[src/ans_pkg.sv]
// Shared types and constants for the arpeggio note sequencer.
// No dependencies; compile first.
package ans_pkg;

	localparam int NUM_DEG    = 7;
	localparam int DEG_W      = 3;
	localparam int CHORD_W    = 3;
	localparam int NOTE_W     = 12;
	localparam int STEP_W     = 4;
	localparam int START_W    = 6;
	localparam int PSIZE_W    = 6;
	localparam int METER_W    = 7;
	localparam int NINCL_W    = 3;
	localparam int PCNT_W     = 5;
	localparam int ADV_W      = 3;
	localparam int CFG_IDX_W  = 3;
	localparam int CFG_DATA_W = 7;

	localparam logic signed [STEP_W-1:0] STEP_MAX  = 4'sd4;
	localparam logic signed [STEP_W-1:0] STEP_MIN  = -4'sd4;
	localparam logic [START_W-1:0]       START_MAX = 6'd40;
	localparam logic [PSIZE_W-1:0]       PSIZE_MAX = 6'd32;

	localparam logic [NINCL_W-1:0] PRIO_RANK [NUM_DEG] =
		'{3'd1, 3'd5, 3'd3, 3'd6, 3'd2, 3'd7, 3'd4};

	typedef enum logic [CFG_IDX_W-1:0] {
		REG_GLOBAL_STEP  = 3'd0,
		REG_PATTERN_STEP = 3'd1,
		REG_START_NOTE   = 3'd2,
		REG_PATTERN_SIZE = 3'd3,
		REG_METER        = 3'd4,
		REG_NOTES_INCL   = 3'd5
	} reg_idx_t;

	typedef struct packed {
		logic load_mask;
		logic load_sn;
		logic load_cur;
		logic save_cur;
		logic set_adv;
		logic adv_gs;
		logic step;
		logic emit;
	} cmd_t;

	typedef struct packed {
		logic start_incl;
		logic adv_done;
		logic seq_done;
		logic pat_zero;
		logic out_free;
	} sts_t;

	// degree of a start note, valid for values up to 55
	function automatic logic [DEG_W-1:0] start_deg(input logic [START_W-1:0] v);
		logic [START_W-1:0] r;
		r = v;
		if (r >= 6'd28) r = r - 6'd28;
		if (r >= 6'd14) r = r - 6'd14;
		if (r >= 6'd7)  r = r - 6'd7;
		return r[DEG_W-1:0];
	endfunction

endpackage

[src/ans_ifs.sv]
// Valid/ready channel interfaces: chord input, note output, register write.
// Depends on ans_pkg.
interface ans_chord_if;
	import ans_pkg::*;
	logic               valid;
	logic               ready;
	logic [CHORD_W-1:0] chord_degree;
	modport source (output valid, output chord_degree, input ready);
	modport sink   (input valid, input chord_degree, output ready);
endinterface

interface ans_note_if;
	import ans_pkg::*;
	logic                     valid;
	logic                     ready;
	logic signed [NOTE_W-1:0] note;
	logic                     last;
	modport source (output valid, output note, output last, input ready);
	modport sink   (input valid, input note, input last, output ready);
endinterface

interface ans_cfg_if;
	import ans_pkg::*;
	logic                  valid;
	logic                  ready;
	logic [CFG_IDX_W-1:0]  index;
	logic [CFG_DATA_W-1:0] data;
	modport source (output valid, output index, output data, input ready);
	modport sink   (input valid, input index, input data, output ready);
endinterface

[src/ans_ctrl.sv]
// Sequencer state machine: walks start check, note steps and pattern shifts.
// Depends on ans_pkg; drives ans_dp through cmd_t and reads sts_t.
module ans_ctrl (
	input  logic          clk,
	input  logic          arst_n,
	input  logic          in_valid,
	output logic          in_ready,
	output ans_pkg::cmd_t cmd,
	input  ans_pkg::sts_t sts
);
	import ans_pkg::*;

	typedef enum logic [3:0] {
		S_IDLE, S_START, S_SCHK, S_EMIT, S_PSET, S_PRUN, S_LCHK, S_GSET, S_GRUN
	} state_t;

	state_t state_q, state_nxt;

	always_comb begin
		state_nxt = state_q;
		cmd       = '0;
		in_ready  = 1'b0;
		case (state_q)
			S_IDLE: begin
				in_ready = 1'b1;
				if (in_valid) begin
					cmd.load_mask = 1'b1;
					state_nxt     = S_START;
				end
			end
			S_START: begin
				cmd.load_sn = 1'b1;
				state_nxt   = S_SCHK;
			end
			S_SCHK: begin
				state_nxt = sts.start_incl ? S_EMIT : S_PSET;
			end
			S_EMIT: begin
				if (sts.out_free) begin
					cmd.emit  = 1'b1;
					state_nxt = S_PSET;
				end
			end
			S_PSET: begin
				if (sts.seq_done) begin
					state_nxt = S_IDLE;
				end else begin
					cmd.set_adv = 1'b1;
					state_nxt   = S_PRUN;
				end
			end
			S_PRUN: begin
				if (sts.adv_done) state_nxt = S_LCHK;
				else cmd.step = 1'b1;
			end
			S_LCHK: begin
				if (sts.seq_done) state_nxt = S_IDLE;
				else if (sts.pat_zero) state_nxt = S_GSET;
				else state_nxt = S_EMIT;
			end
			S_GSET: begin
				cmd.load_cur = 1'b1;
				cmd.set_adv  = 1'b1;
				cmd.adv_gs   = 1'b1;
				state_nxt    = S_GRUN;
			end
			S_GRUN: begin
				if (sts.adv_done) begin
					cmd.save_cur = 1'b1;
					state_nxt    = S_EMIT;
				end else begin
					cmd.step = 1'b1;
				end
			end
			default: state_nxt = S_IDLE;
		endcase
	end

	always_ff @(posedge clk or negedge arst_n) begin
		if (!arst_n) state_q <= S_IDLE;
		else state_q <= state_nxt;
	end

	a_emit_free: assert property (@(posedge clk) disable iff (!arst_n)
		cmd.emit |-> sts.out_free) else $error("note loaded into a full output slot");
	a_step_busy: assert property (@(posedge clk) disable iff (!arst_n)
		cmd.step |-> !sts.adv_done) else $error("step issued after advance finished");

endmodule

[src/ans_dp.sv]
// Datapath: config registers, degree mask, note walker, output register.
// Depends on ans_pkg and ans_ifs; commanded by ans_ctrl.
module ans_dp #(
	parameter int MAX_NOTES = 64
) (
	input  logic                         clk,
	input  logic                         arst_n,
	ans_cfg_if.sink                      cfg,
	ans_note_if.source                   note_out,
	input  logic [ans_pkg::CHORD_W-1:0]  chord_degree,
	input  ans_pkg::cmd_t                cmd,
	output ans_pkg::sts_t                sts
);
	import ans_pkg::*;

	localparam int CW = $clog2(MAX_NOTES + 1);
	localparam int MW = (CW > METER_W) ? CW : METER_W;
	localparam logic [MW-1:0] MT_MAX = MW'(MAX_NOTES);

	logic signed [STEP_W-1:0] gstep_q, pstep_q;
	logic [START_W-1:0]       snote_q;
	logic [PSIZE_W-1:0]       psize_q;
	logic [METER_W-1:0]       meter_q;
	logic [NINCL_W-1:0]       nincl_q;

	logic signed [STEP_W-1:0] gs, ps, sel_step, neg_step;
	logic [START_W-1:0]       sn;
	logic [PSIZE_W-1:0]       psz;
	logic [MW-1:0]            meter_ext, mt_ext;
	logic [CW-1:0]            mt;
	logic [NINCL_W-1:0]       ni;
	logic [NUM_DEG-1:0]       mask_nxt;

	logic [NUM_DEG-1:0]       mask_q;
	logic signed [NOTE_W-1:0] j_q, cur_q;
	logic [DEG_W-1:0]         deg_q, cur_deg_q, deg_nxt;
	logic                     dir_q;
	logic [ADV_W-1:0]         cnt_q;
	logic [CW-1:0]            nn_q;
	logic [PCNT_W-1:0]        pcnt_q;
	logic [PSIZE_W-1:0]       pcnt_inc;
	logic                     out_valid_q;
	logic signed [NOTE_W-1:0] note_q;
	logic                     last_q;
	logic                     out_free;

	assign cfg.ready = 1'b1;

	always_ff @(posedge clk or negedge arst_n) begin
		if (!arst_n) begin
			gstep_q <= 4'sd1;
			pstep_q <= 4'sd1;
			snote_q <= '0;
			psize_q <= 6'd4;
			meter_q <= 7'd8;
			nincl_q <= 3'd3;
		end else if (cfg.valid) begin
			case (reg_idx_t'(cfg.index))
				REG_GLOBAL_STEP:  gstep_q <= cfg.data[STEP_W-1:0];
				REG_PATTERN_STEP: pstep_q <= cfg.data[STEP_W-1:0];
				REG_START_NOTE:   snote_q <= cfg.data[START_W-1:0];
				REG_PATTERN_SIZE: psize_q <= cfg.data[PSIZE_W-1:0];
				REG_METER:        meter_q <= cfg.data[METER_W-1:0];
				REG_NOTES_INCL:   nincl_q <= cfg.data[NINCL_W-1:0];
				default: ;
			endcase
		end
	end

	always_comb begin
		gs  = (gstep_q < STEP_MIN) ? STEP_MIN : (gstep_q > STEP_MAX) ? STEP_MAX : gstep_q;
		ps  = (pstep_q < STEP_MIN) ? STEP_MIN : (pstep_q > STEP_MAX) ? STEP_MAX : pstep_q;
		sn  = (snote_q > START_MAX) ? START_MAX : snote_q;
		psz = (psize_q == '0) ? PSIZE_W'(1) : (psize_q > PSIZE_MAX) ? PSIZE_MAX : psize_q;
		ni  = (nincl_q == '0) ? NINCL_W'(1) : nincl_q;
		meter_ext = MW'(meter_q);
		mt_ext    = (meter_ext == '0) ? MW'(1) : (meter_ext > MT_MAX) ? MT_MAX : meter_ext;
		mt        = mt_ext[CW-1:0];
		sel_step  = cmd.adv_gs ? gs : ps;
		neg_step  = -sel_step;
	end

	always_comb begin
		logic [DEG_W:0] idx;
		mask_nxt = '0;
		for (int i = 0; i < NUM_DEG; i++) begin
			idx = (DEG_W+1)'(i) + {1'b0, chord_degree};
			if (idx >= (DEG_W+1)'(NUM_DEG)) idx = idx - (DEG_W+1)'(NUM_DEG);
			mask_nxt[idx[DEG_W-1:0]] = (PRIO_RANK[i] <= ni);
		end
	end

	always_comb begin
		if (dir_q) deg_nxt = (deg_q == '0) ? DEG_W'(NUM_DEG - 1) : deg_q - 1'b1;
		else deg_nxt = (deg_q == DEG_W'(NUM_DEG - 1)) ? '0 : deg_q + 1'b1;
	end

	assign out_free = !out_valid_q || note_out.ready;
	assign pcnt_inc = PSIZE_W'(pcnt_q) + PSIZE_W'(1);

	// payload
	always_ff @(posedge clk) begin
		if (cmd.load_mask) mask_q <= mask_nxt;
		if (cmd.load_sn) begin
			j_q       <= NOTE_W'(sn);
			deg_q     <= start_deg(sn);
			cur_q     <= NOTE_W'(sn);
			cur_deg_q <= start_deg(sn);
		end else if (cmd.load_cur) begin
			j_q   <= cur_q;
			deg_q <= cur_deg_q;
		end else if (cmd.step) begin
			j_q   <= dir_q ? j_q - NOTE_W'(1) : j_q + NOTE_W'(1);
			deg_q <= deg_nxt;
		end
		if (cmd.save_cur) begin
			cur_q     <= j_q;
			cur_deg_q <= deg_q;
		end
		if (cmd.set_adv) dir_q <= sel_step[STEP_W-1];
		if (cmd.emit) begin
			note_q <= j_q;
			last_q <= (nn_q + CW'(1)) == mt;
		end
	end

	// control
	always_ff @(posedge clk or negedge arst_n) begin
		if (!arst_n) begin
			cnt_q       <= '0;
			nn_q        <= '0;
			pcnt_q      <= '0;
			out_valid_q <= 1'b0;
		end else begin
			if (cmd.set_adv) begin
				cnt_q <= sel_step[STEP_W-1] ? neg_step[ADV_W-1:0] : sel_step[ADV_W-1:0];
			end else if (cmd.step && mask_q[deg_nxt]) begin
				cnt_q <= cnt_q - 1'b1;
			end
			if (cmd.load_sn) begin
				nn_q   <= '0;
				pcnt_q <= '0;
			end else if (cmd.emit) begin
				nn_q   <= nn_q + CW'(1);
				pcnt_q <= (pcnt_inc == psz) ? '0 : pcnt_inc[PCNT_W-1:0];
			end
			if (cmd.emit) out_valid_q <= 1'b1;
			else if (note_out.ready) out_valid_q <= 1'b0;
		end
	end

	assign note_out.valid = out_valid_q;
	assign note_out.note  = note_q;
	assign note_out.last  = last_q;

	assign sts.start_incl = mask_q[deg_q];
	assign sts.adv_done   = (cnt_q == '0);
	assign sts.seq_done   = (nn_q == mt);
	assign sts.pat_zero   = (pcnt_q == '0);
	assign sts.out_free   = out_free;

	a_mask_nonzero: assert property (@(posedge clk) disable iff (!arst_n)
		cmd.load_mask |=> (mask_q != '0)) else $error("empty degree mask");
	a_emit_count: assert property (@(posedge clk) disable iff (!arst_n)
		cmd.emit |-> (nn_q < mt)) else $error("note emitted past sequence length");

endmodule

[src/arpeggio_note_sequencer_core.sv]
// Arpeggio note sequencer top: one chord in, meter notes out (meter clamped to 1..MAX_NOTES).
// First note: loaded in S_EMIT after S_START and S_SCHK (start included), else after both walks.
// Each further note walks the pattern step in S_PRUN, one scale position per step
// (up to 7 per included-degree step), plus the shift walk in S_GRUN at each pattern start.
// One chord at a time; the next is taken in S_IDLE, reached via S_PSET after the last note is loaded.
// arst_n clears the sequencer state and loads the register defaults; no clearing pass.
module arpeggio_note_sequencer_core #(
	parameter int MAX_NOTES = 64
) (
	input  logic        clk,
	input  logic        arst_n,
	ans_chord_if.sink   chord_in,
	ans_note_if.source  note_out,
	ans_cfg_if.sink     cfg
);
	import ans_pkg::*;

	cmd_t cmd;
	sts_t sts;
	logic in_ready;

	assign chord_in.ready = in_ready;

	ans_ctrl u_ctrl (
		.clk      (clk),
		.arst_n   (arst_n),
		.in_valid (chord_in.valid),
		.in_ready (in_ready),
		.cmd      (cmd),
		.sts      (sts)
	);

	ans_dp #(
		.MAX_NOTES (MAX_NOTES)
	) u_dp (
		.clk          (clk),
		.arst_n       (arst_n),
		.cfg          (cfg),
		.note_out     (note_out),
		.chord_degree (chord_in.chord_degree),
		.cmd          (cmd),
		.sts          (sts)
	);

endmodule
[src/flat_wrapper.sv]
// flat-port wrapper written by rule: the top's interface ports become plain ports
module arpeggio_note_sequencer_core_flat import ans_pkg::*;
#(
	parameter int MAX_NOTES = 64
)
  (clk, arst_n, chord_in_valid, chord_in_chord_degree, chord_in_ready, note_out_valid, note_out_note, note_out_last, note_out_ready, cfg_valid, cfg_index, cfg_data, cfg_ready);
  ans_chord_if chord_in_i ();
  ans_note_if note_out_i ();
  ans_cfg_if cfg_i ();
  input  logic clk;
  input  logic arst_n;
  input wire logic [$bits(chord_in_i.valid)-1:0] chord_in_valid;
  input wire logic [$bits(chord_in_i.chord_degree)-1:0] chord_in_chord_degree;
  output wire logic [$bits(chord_in_i.ready)-1:0] chord_in_ready;
  output wire logic [$bits(note_out_i.valid)-1:0] note_out_valid;
  output wire logic [$bits(note_out_i.note)-1:0] note_out_note;
  output wire logic [$bits(note_out_i.last)-1:0] note_out_last;
  input wire logic [$bits(note_out_i.ready)-1:0] note_out_ready;
  input wire logic [$bits(cfg_i.valid)-1:0] cfg_valid;
  input wire logic [$bits(cfg_i.index)-1:0] cfg_index;
  input wire logic [$bits(cfg_i.data)-1:0] cfg_data;
  output wire logic [$bits(cfg_i.ready)-1:0] cfg_ready;
  assign chord_in_i.valid = chord_in_valid;
  assign chord_in_i.chord_degree = chord_in_chord_degree;
  assign chord_in_ready = chord_in_i.ready;
  assign note_out_valid = note_out_i.valid;
  assign note_out_note = note_out_i.note;
  assign note_out_last = note_out_i.last;
  assign note_out_i.ready = note_out_ready;
  assign cfg_i.valid = cfg_valid;
  assign cfg_i.index = cfg_index;
  assign cfg_i.data = cfg_data;
  assign cfg_ready = cfg_i.ready;
  arpeggio_note_sequencer_core #(.MAX_NOTES(MAX_NOTES)) u_core (.clk(clk), .arst_n(arst_n), .chord_in(chord_in_i), .note_out(note_out_i), .cfg(cfg_i));
endmodule
[config.mk]
export PLATFORM = sky130hd
export DESIGN_NAME = arpeggio_note_sequencer_core_flat
export DESIGN_NICKNAME = d
export VERILOG_FILES = /design/src/ans_pkg.sv /design/src/ans_ifs.sv /design/src/ans_ctrl.sv /design/src/ans_dp.sv /design/src/arpeggio_note_sequencer_core.sv /design/src/flat_wrapper.sv
export SDC_FILE = /design/constraint.sdc
export NUM_CORES = 1
export LEC_CHECK = 0
export ABC_AREA = 1
export BUFFER_PORTS_ARGS = -buffer_cell sky130_fd_sc_hd__buf_4
export CAP_MARGIN = 20
export CORE_MARGIN = 2
export CORE_UTILIZATION = 40
export DETAILED_ROUTE_END_ITERATION = 6
export PLACE_DENSITY = 0.67
export SYNTH_ARGS = -nofsm -noshare
export SYNTH_HDL_FRONTEND = slang
export SYNTH_SLANG_ARGS = --single-unit
[constraint.sdc]
create_clock -name clk -period 4.2 [get_ports clk]
set_input_delay 0.21 -clock clk [delete_from_list [all_inputs] [get_ports clk]]
set_output_delay 0.21 -clock clk [all_outputs]
set_load 0.05 [all_outputs]
==> results.yml, run 1 <==
critical_path:
  worstPathMaxFanout: 6
  crit_arrival_ps: 3240
  critPathLaunch: "u_core.u_dp.snote_q[5]"
  cp.required_ps: 4300
  reg2reg_from: "u_core.u_dp.snote_q[5]"
  setup.worst_path.class: "register to register"
  startpoint_type: "register"
  end_kind: "register"
layout:
  num_antenna_cells: 0
  syn_to_final_growth_pct: 11.0
  final_nets: 1030
  drive_above_1_share_pct: 8.08
  final_cell_area_mm2: 0.00781
grt:
  grt_pass1_vias: 5727
  grt_pass1_wl_mm: 26.5
  antenna_found_initial: 0
  grt_max_degree: 51
  grt_util_all_layers_pct: 17.5
  grt_overflow_total: 0
cts:
  htreeDepth: 3
  cts_tree: "done"
  root_buffer: "clkbuf_16"
  clk_latency_ps: 340
  clkSlewWorstSetupHoldPaths_ps: 70
  cts_setup_buffers: 0
  cts_sinks: 101
  clk_path_buf_depth: 2
  numCtsBuffers: 9
synthesis:
  async_flop_share_pct: 49.5
  synthCells: 942
  synthTopCellsByCount: "nand2_1 (229), inv_1 (131), o21ai_0 (103)"
  synth_nets: 999
  ys_ff_latch: 101
  synthMostInstantiatedCell: "nand2_1"
  ys_seq_area_share_pct: 38.8
  synthFlopType: "edfxtp_1"
  syn_area_per_cell_um2: 7.47
  ys_warn_count: 0
  synth_cell_types: 49
  synth_edf_count: 45
  synth.area.top_cells: "edfxtp_1 (19%), dfrtp_1 (16%), nand2_1 (12%)"
  synth_top_area_share_pct: 19.2
  yosysTopAreaCell: "edfxtp_1"
  netlist_area_mm2: 0.00703
placement:
  dpl_cell_area_mm2: 0.00751
  place.gp.congestion: 0.878
  portBuffers: 32
  place_hpwl_mm: 11.7
timing:
  hold_ws_ps: 112
  setup_violations: 0
  worstMarginPinSlew_ps: 723
  hold_viol_final: 0
  period_share_pct: 74.9
  slew_headroom_pct: 51.8
  rsz0062_at_grt: "false"
  max_freq_ghz: 0.318
  fin_skew_ps: 6.31
  slew_violations: 0
  min_period_ps: 3140
  finalSetupTns_ps: 0
floorplanning:
  rows: 48
  io_pins: 34
  fp.dieArea_mm2: 0.0187
  start_util_pct: 40.8
  coreArea_mm2: 0.0172
  die_y_um: 137
  die_w_um: 137
route:
  ant_nets: 0
  wl_per_cell_um: 13.0
  via_count: 6186
  drc: 0
  avgViaCountPerCell: 5.14
  firstDrtPassIters: 4
  drt_iter0_drc: 300
  finalWirelength_mm: 15.7
power_and_ir_drop:
  sequentialPowerShare_pct: 35.3
  internal_power_uw: 2620
  combPwrFrac_pct: 46.9
  power_density_mw_per_mm2: 593
  p_leak_uw: 0.00363
  p_sw_share_pct: 43.4
  ir_worst_vdd_uv: 276
  clkPwrFrac_pct: 17.8
  switching_power_uw: 2010
status:
  outcome: "finished, final reports clean"
worst_hold_path:
  hp-start: "cfg_data[6]"
  min_path_type: "input pin to register"
job:
  drv_cap: 0
==> path summary, 6_finish.rpt <==
| path | to | slack, ps | cells past startpoint |
|---|---|---|---|
| worst min register to register | u_core.u_dp.note_out.note[9] | 470 | 0 |
| worst max-delay path | u_core.u_dp.deg_q[0] | 1060 | 18 |
| worst min-delay path | u_core.u_dp.meter_ext[6] | 110 | 2 |
| worst max register to register | u_core.u_dp.deg_q[0] | 1060 | 18 |
| max in group asynchronous | u_core.u_ctrl.state_q[0] | 3350 | 2 |
| min in group asynchronous | u_core.u_dp.gstep_q[1] | 430 | 2 |
==> power by group through the flow <==
stage	Combinational (uW)	Clock (uW)	Sequential (uW)
2_1_floorplan	1590	0	1680
3_3_place_gp	2130	0	1650
3_5_place_dp	2150	0	1650
4_1_cts	2170	842	1630
5_1_grt	2480	873	1670
6_report	2170	825	1630
==> cell families (layout without fill, tap and decap cells) <==
family / after synthesis / in the layout / synth area share, %
mux: 1 / 1 / 0.160
other cells: 1 / 1 / 0.0533
compound gates: 182 / 182 / 14.6
simple gates: 434 / 434 / 26.9
xor+xnor: 33 / 33 / 4.11
buf+inv: 151 / 187 / 8.27
fa+ha+maj: 39 / 39 / 7.15
flops: 101 / 101 / 38.8
==> registers in the layout (all words and copies together) (netlist names), 5 cells and up <==
name                       flops
u_core.u_dp.cur_q             12
u_core.u_dp.j_q               12
u_core.u_dp.mask_q             7
u_core.u_dp.meter_ext          7
u_core.u_dp.nn_q               7
u_core.u_dp.note_out.note     12
u_core.u_dp.pcnt_q             5
u_core.u_dp.psize_q            6
u_core.u_dp.snote_q            6
==> critical path, cell delays in order (launching register included) <==
cell and delay, ps:
dfrtp_1 450, nand2_1 180, nand3_1 190, inv_1 90, ha_1 180, ha_1 190, nor2_1 350, nand2_4 110
nand2_1 70, nand2_1 80, nor2_1 190, nand3_1 110, nand2_1 90, ha_1 190, nand3_2 140, nand2_2 100
nand2_1 60, nand3_1 70, nand2_1 60
==> through the flow <==
stage,utilization (%),power [uW],std cells,setup WS (ps)
after global routing,45.3,5030,1203,827
after floorplan,-,3270,942,1470
after global placement,43.5,3770,1185,1250
after CTS,45.3,4640,1203,1110
after detailed placement,43.5,3800,1186,1150
final,45.3,4630,1203,1060
==> cell usage in the layout (no fill, tap or decap), types with 3 or more instances in the layout <==
master | Yosys | final
o221ai_1 | 3 | 3
xnor2_1 | 5 | 5
nand4_1 | 10 | 10
edfxtp_1 | 45 | 45
nor2_1 | 80 | 80
dfrtp_1 | 44 | 44
nor4b_1 | 4 | 4
nand3_1 | 62 | 62
o22ai_1 | 14 | 14
clkbuf_16 | 0 | 9
nor3_1 | 25 | 25
inv_1 | 131 | 131
ha_1 | 37 | 37
xor2_1 | 28 | 28
dfstp_2 | 6 | 6
nor4_1 | 3 | 3
nand2_1 | 229 | 229
nand2_2 | 9 | 9
o21ai_0 | 103 | 103
a31oi_1 | 4 | 4
buf_4 | 3 | 36
dfxtp_1 | 6 | 6
o211ai_1 | 8 | 8
o21ai_1 | 5 | 5
a21oi_1 | 29 | 29
o21bai_1 | 4 | 4
o21a_1 | 4 | 4
==> area by class of cell <==
type | count | area (um^2)
tap | 225 | 282
sequential | 101 | 2730
clock inverter | 6 | 63.8
inverter | 134 | 503
clock buffer | 10 | 229
timing repair buffer | 37 | 280
fill | 1730 | 9430
multi-input combinational | 690 | 3720
==> layer usage <==
layer,share of wire [%],wire [um],global-route usage [%],up-vias
met5,0,0,0,-
met4,1.4,216,4.28,0
met3,3.1,480,2.48,17
met2,46,7260,29.3,100
met1,49,7700,23.8,2888
li1,-,-,-,3181
==> repair_timing <==
| item | 4_1_cts | 5_1_grt |
|---|---|---|
| gates resized for setup | 0 | 0 |
| endpoints found under the hold margin | 44 | 0 |
| hold buffers | 1 | 0 |
(Power assumes the default switching activity.)
==> inputs of run 2 (changes only) <==
--- a/config.mk
+++ b/config.mk
@@ -11,7 +11,7 @@
 export CORE_MARGIN = 2
 export CORE_UTILIZATION = 40
 export DETAILED_ROUTE_END_ITERATION = 6
-export PLACE_DENSITY = 0.67
+export PLACE_DENSITY = 0.69
 export SYNTH_ARGS = -nofsm -noshare
 export SYNTH_HDL_FRONTEND = slang
 export SYNTH_SLANG_ARGS = --single-unit
==> constraint.sdc (replaced) <==
create_clock -name clk -period 2.6 [get_ports clk]
set_input_delay 0.13 -clock clk [delete_from_list [all_inputs] [get_ports clk]]
set_output_delay 0.13 -clock clk [all_outputs]
set_load 0.05 [all_outputs]
==> results.yml, run 2 (synthesized netlist as in run 1, its figures left out) <==
floorplanning:
  io_pins: 34
  rows: 48
  start_util_pct: 40.8
  die_w_um: 137
  fp.dieArea_mm2: 0.0187
  coreArea_mm2: 0.0172
  die_y_um: 137
route:
  firstDrtPassIters: 4
  avgViaCountPerCell: 5.06
  top_layer_used: "met4"
  wl_per_cell_um: 12.8
  wl_met3_um: 533
  finalWirelength_mm: 16.0
  drt_iter0_drc: 356
  met1_length_mm: 7.43
  ant_nets: 0
  drc: 0
  wl_met2_mm: 7.79
  via_count: 6303
placement:
  post-place-ws_ps: -36.9
  place_inst: 1222
  place.gp.congestion: 0.958
  portBuffers: 32
  place_hpwl_mm: 12.1
  dpl_cell_area_mm2: 0.00778
critical_path:
  setup.worst_path.class: "register to register"
  cp.required_ps: 2700
  end_kind: "register"
  crit_arrival_ps: 2640
  startpoint_type: "register"
  worstPathMaxFanout: 5
timing:
  setup_violations: 0
  hold_viol_final: 0
  slew_violations: 0
  period_share_pct: 97.4
  rsz0062_at_grt: "true"
  min_period_ps: 2530
  worst_slack_ps: 67.6
  slew_headroom_pct: 55.9
  hold_ws_ps: 13.0
  worstMarginPinSlew_ps: 660
  fin_skew_ps: 8.73
  max_freq_ghz: 0.395
layout:
  final_cell_area_mm2: 0.00828
  final_util_pct: 48.1
  num_antenna_cells: 0
  final_nets: 1073
  fin_cells: 1246
  drive_above_1_share_pct: 14.0
  syn_to_final_growth_pct: 17.8
  layout_commonest_cell: "nand2_1"
  layout_common_cells: "nand2_1 (223), inv_1 (130), o21ai_0 (102), buf_4 (79), nor2_1 (78)"
  nFillCells: 1668
grt:
  antenna_found_initial: 0
  grt_util_all_layers_pct: 18.2
  grt_overflow_total: 0
  grt_pass1_wl_mm: 27.3
  grt_pass1_vias: 5906
  grt_max_degree: 51
cts:
  root_buffer: "clkbuf_16"
  clkSlewWorstSetupHoldPaths_ps: 70
  cts_tree: "done"
  htreeDepth: 3
  clk_latency_ps: 340
  cts_sinks: 101
  numCtsBuffers: 9
  clk_path_buf_depth: 2
power_and_ir_drop:
  combPwrFrac_pct: 49.1
  switching_power_uw: 3330
  ir_worst_vdd_uv: 435
  sequentialPowerShare_pct: 33.3
  power_density_mw_per_mm2: 946
  p_leak_uw: 0.00388
  p_sw_share_pct: 42.5
  internal_power_uw: 4500
  clkPwrFrac_pct: 17.7
job:
  drv_cap: 0
worst_hold_path:
  min_path_type: "input pin to register"
status:
  outcome: "finished, final reports clean"
==> run 2: changes by cell type in the layout (fill, tap and decap cells not counted), moves of 3 or more <==
cell / change
buf_4: +43
ha_1: -4
ha_4: +3
nand2_1: -6
nand2_4: +4
nand3_1: -7
nand3_2: +6
==> run 2: final timing paths <==
| kind | start | end | slack (ps) | cells after the start |
|---|---|---|---|---|
| max in group asynchronous | arst_n | u_core.u_dp.snote_q[5] | 1800 | 2 |
| setup reg to reg | u_core.u_dp.snote_q[5] | u_core.u_dp.cur_deg_q[0] | 70 | 16 |
| hold reg to reg | u_core.u_dp.j_q[6] | u_core.u_dp.note_out.note[6] | 470 | 0 |
| hold / removal | cfg_data[6] | u_core.u_dp.meter_ext[6] | 10 | 2 |
| setup / recovery | u_core.u_dp.snote_q[5] | u_core.u_dp.cur_deg_q[0] | 70 | 16 |
| min in group asynchronous | arst_n | u_core.u_dp.snote_q[2] | 360 | 2 |
==> run 2: per-stage QoR <==
step	setup TNS, ps	power (uW)
after floorplan	0	5280
after global placement	0	6230
after detailed placement	-124	6300
after CTS	0	7730
after global routing	-349	8530
final	0	7830
==> run 2: power groups by stage <==
stage	clock (uW)	combinational, uW	sequential [uW]
2_1_floorplan	0	2570	2710
3_3_place_gp	0	3610	2620
3_5_place_dp	0	3660	2640
4_1_cts	1420	3710	2610
5_1_grt	1480	4380	2660
6_report	1390	3840	2610
==> run 2: critical path, stage by stage (launching register included) <==
cell	delay, ps
dfrtp_2	420
nand2_1	140
nand2_1	130
ha_4	190
ha_4	160
nor2_4	170
nand2_4	120
nand2_4	80
nand2_2	70
ha_2	310
inv_1	40
nand2_2	90
nand3_4	100
nand2_2	90
nand2_2	70
nand3_2	70
nand2_1	60
==> run 2: layout make-up <==
class | instances | area, um^2 | area share [%]
Tap cell | 225 | 282 | 3.40
Sequential cell | 101 | 2730 | 33.0
Timing Repair Buffer | 80 | 603 | 7.28
Clock buffer | 13 | 263 | 3.17
Multi-Input combinational cell | 690 | 3860 | 46.6
Inverter | 134 | 503 | 6.07
Clock inverter | 3 | 43.8 | 0.529
==> run 2: per-layer routing <==
| layer | vias up | track usage [%] |
|---|---|---|
| met3 | 21 | 2.70 |
| met1 | 2895 | 23.9 |
| met2 | 114 | 30.8 |
| met4 | 0 | 5.50 |
| met5 | - | 0 |
| li1 | 3273 | - |
==> run 2: timing repair <==
item | 4_1_cts | 5_1_grt
setup buffers | 4 | 3
hold endpoints to repair | 44 | 0
pin swaps | 3 | 14
gates resized for setup | 3 | 28
hold buffers | 1 | 0
setup endpoints to repair | 4 | 8
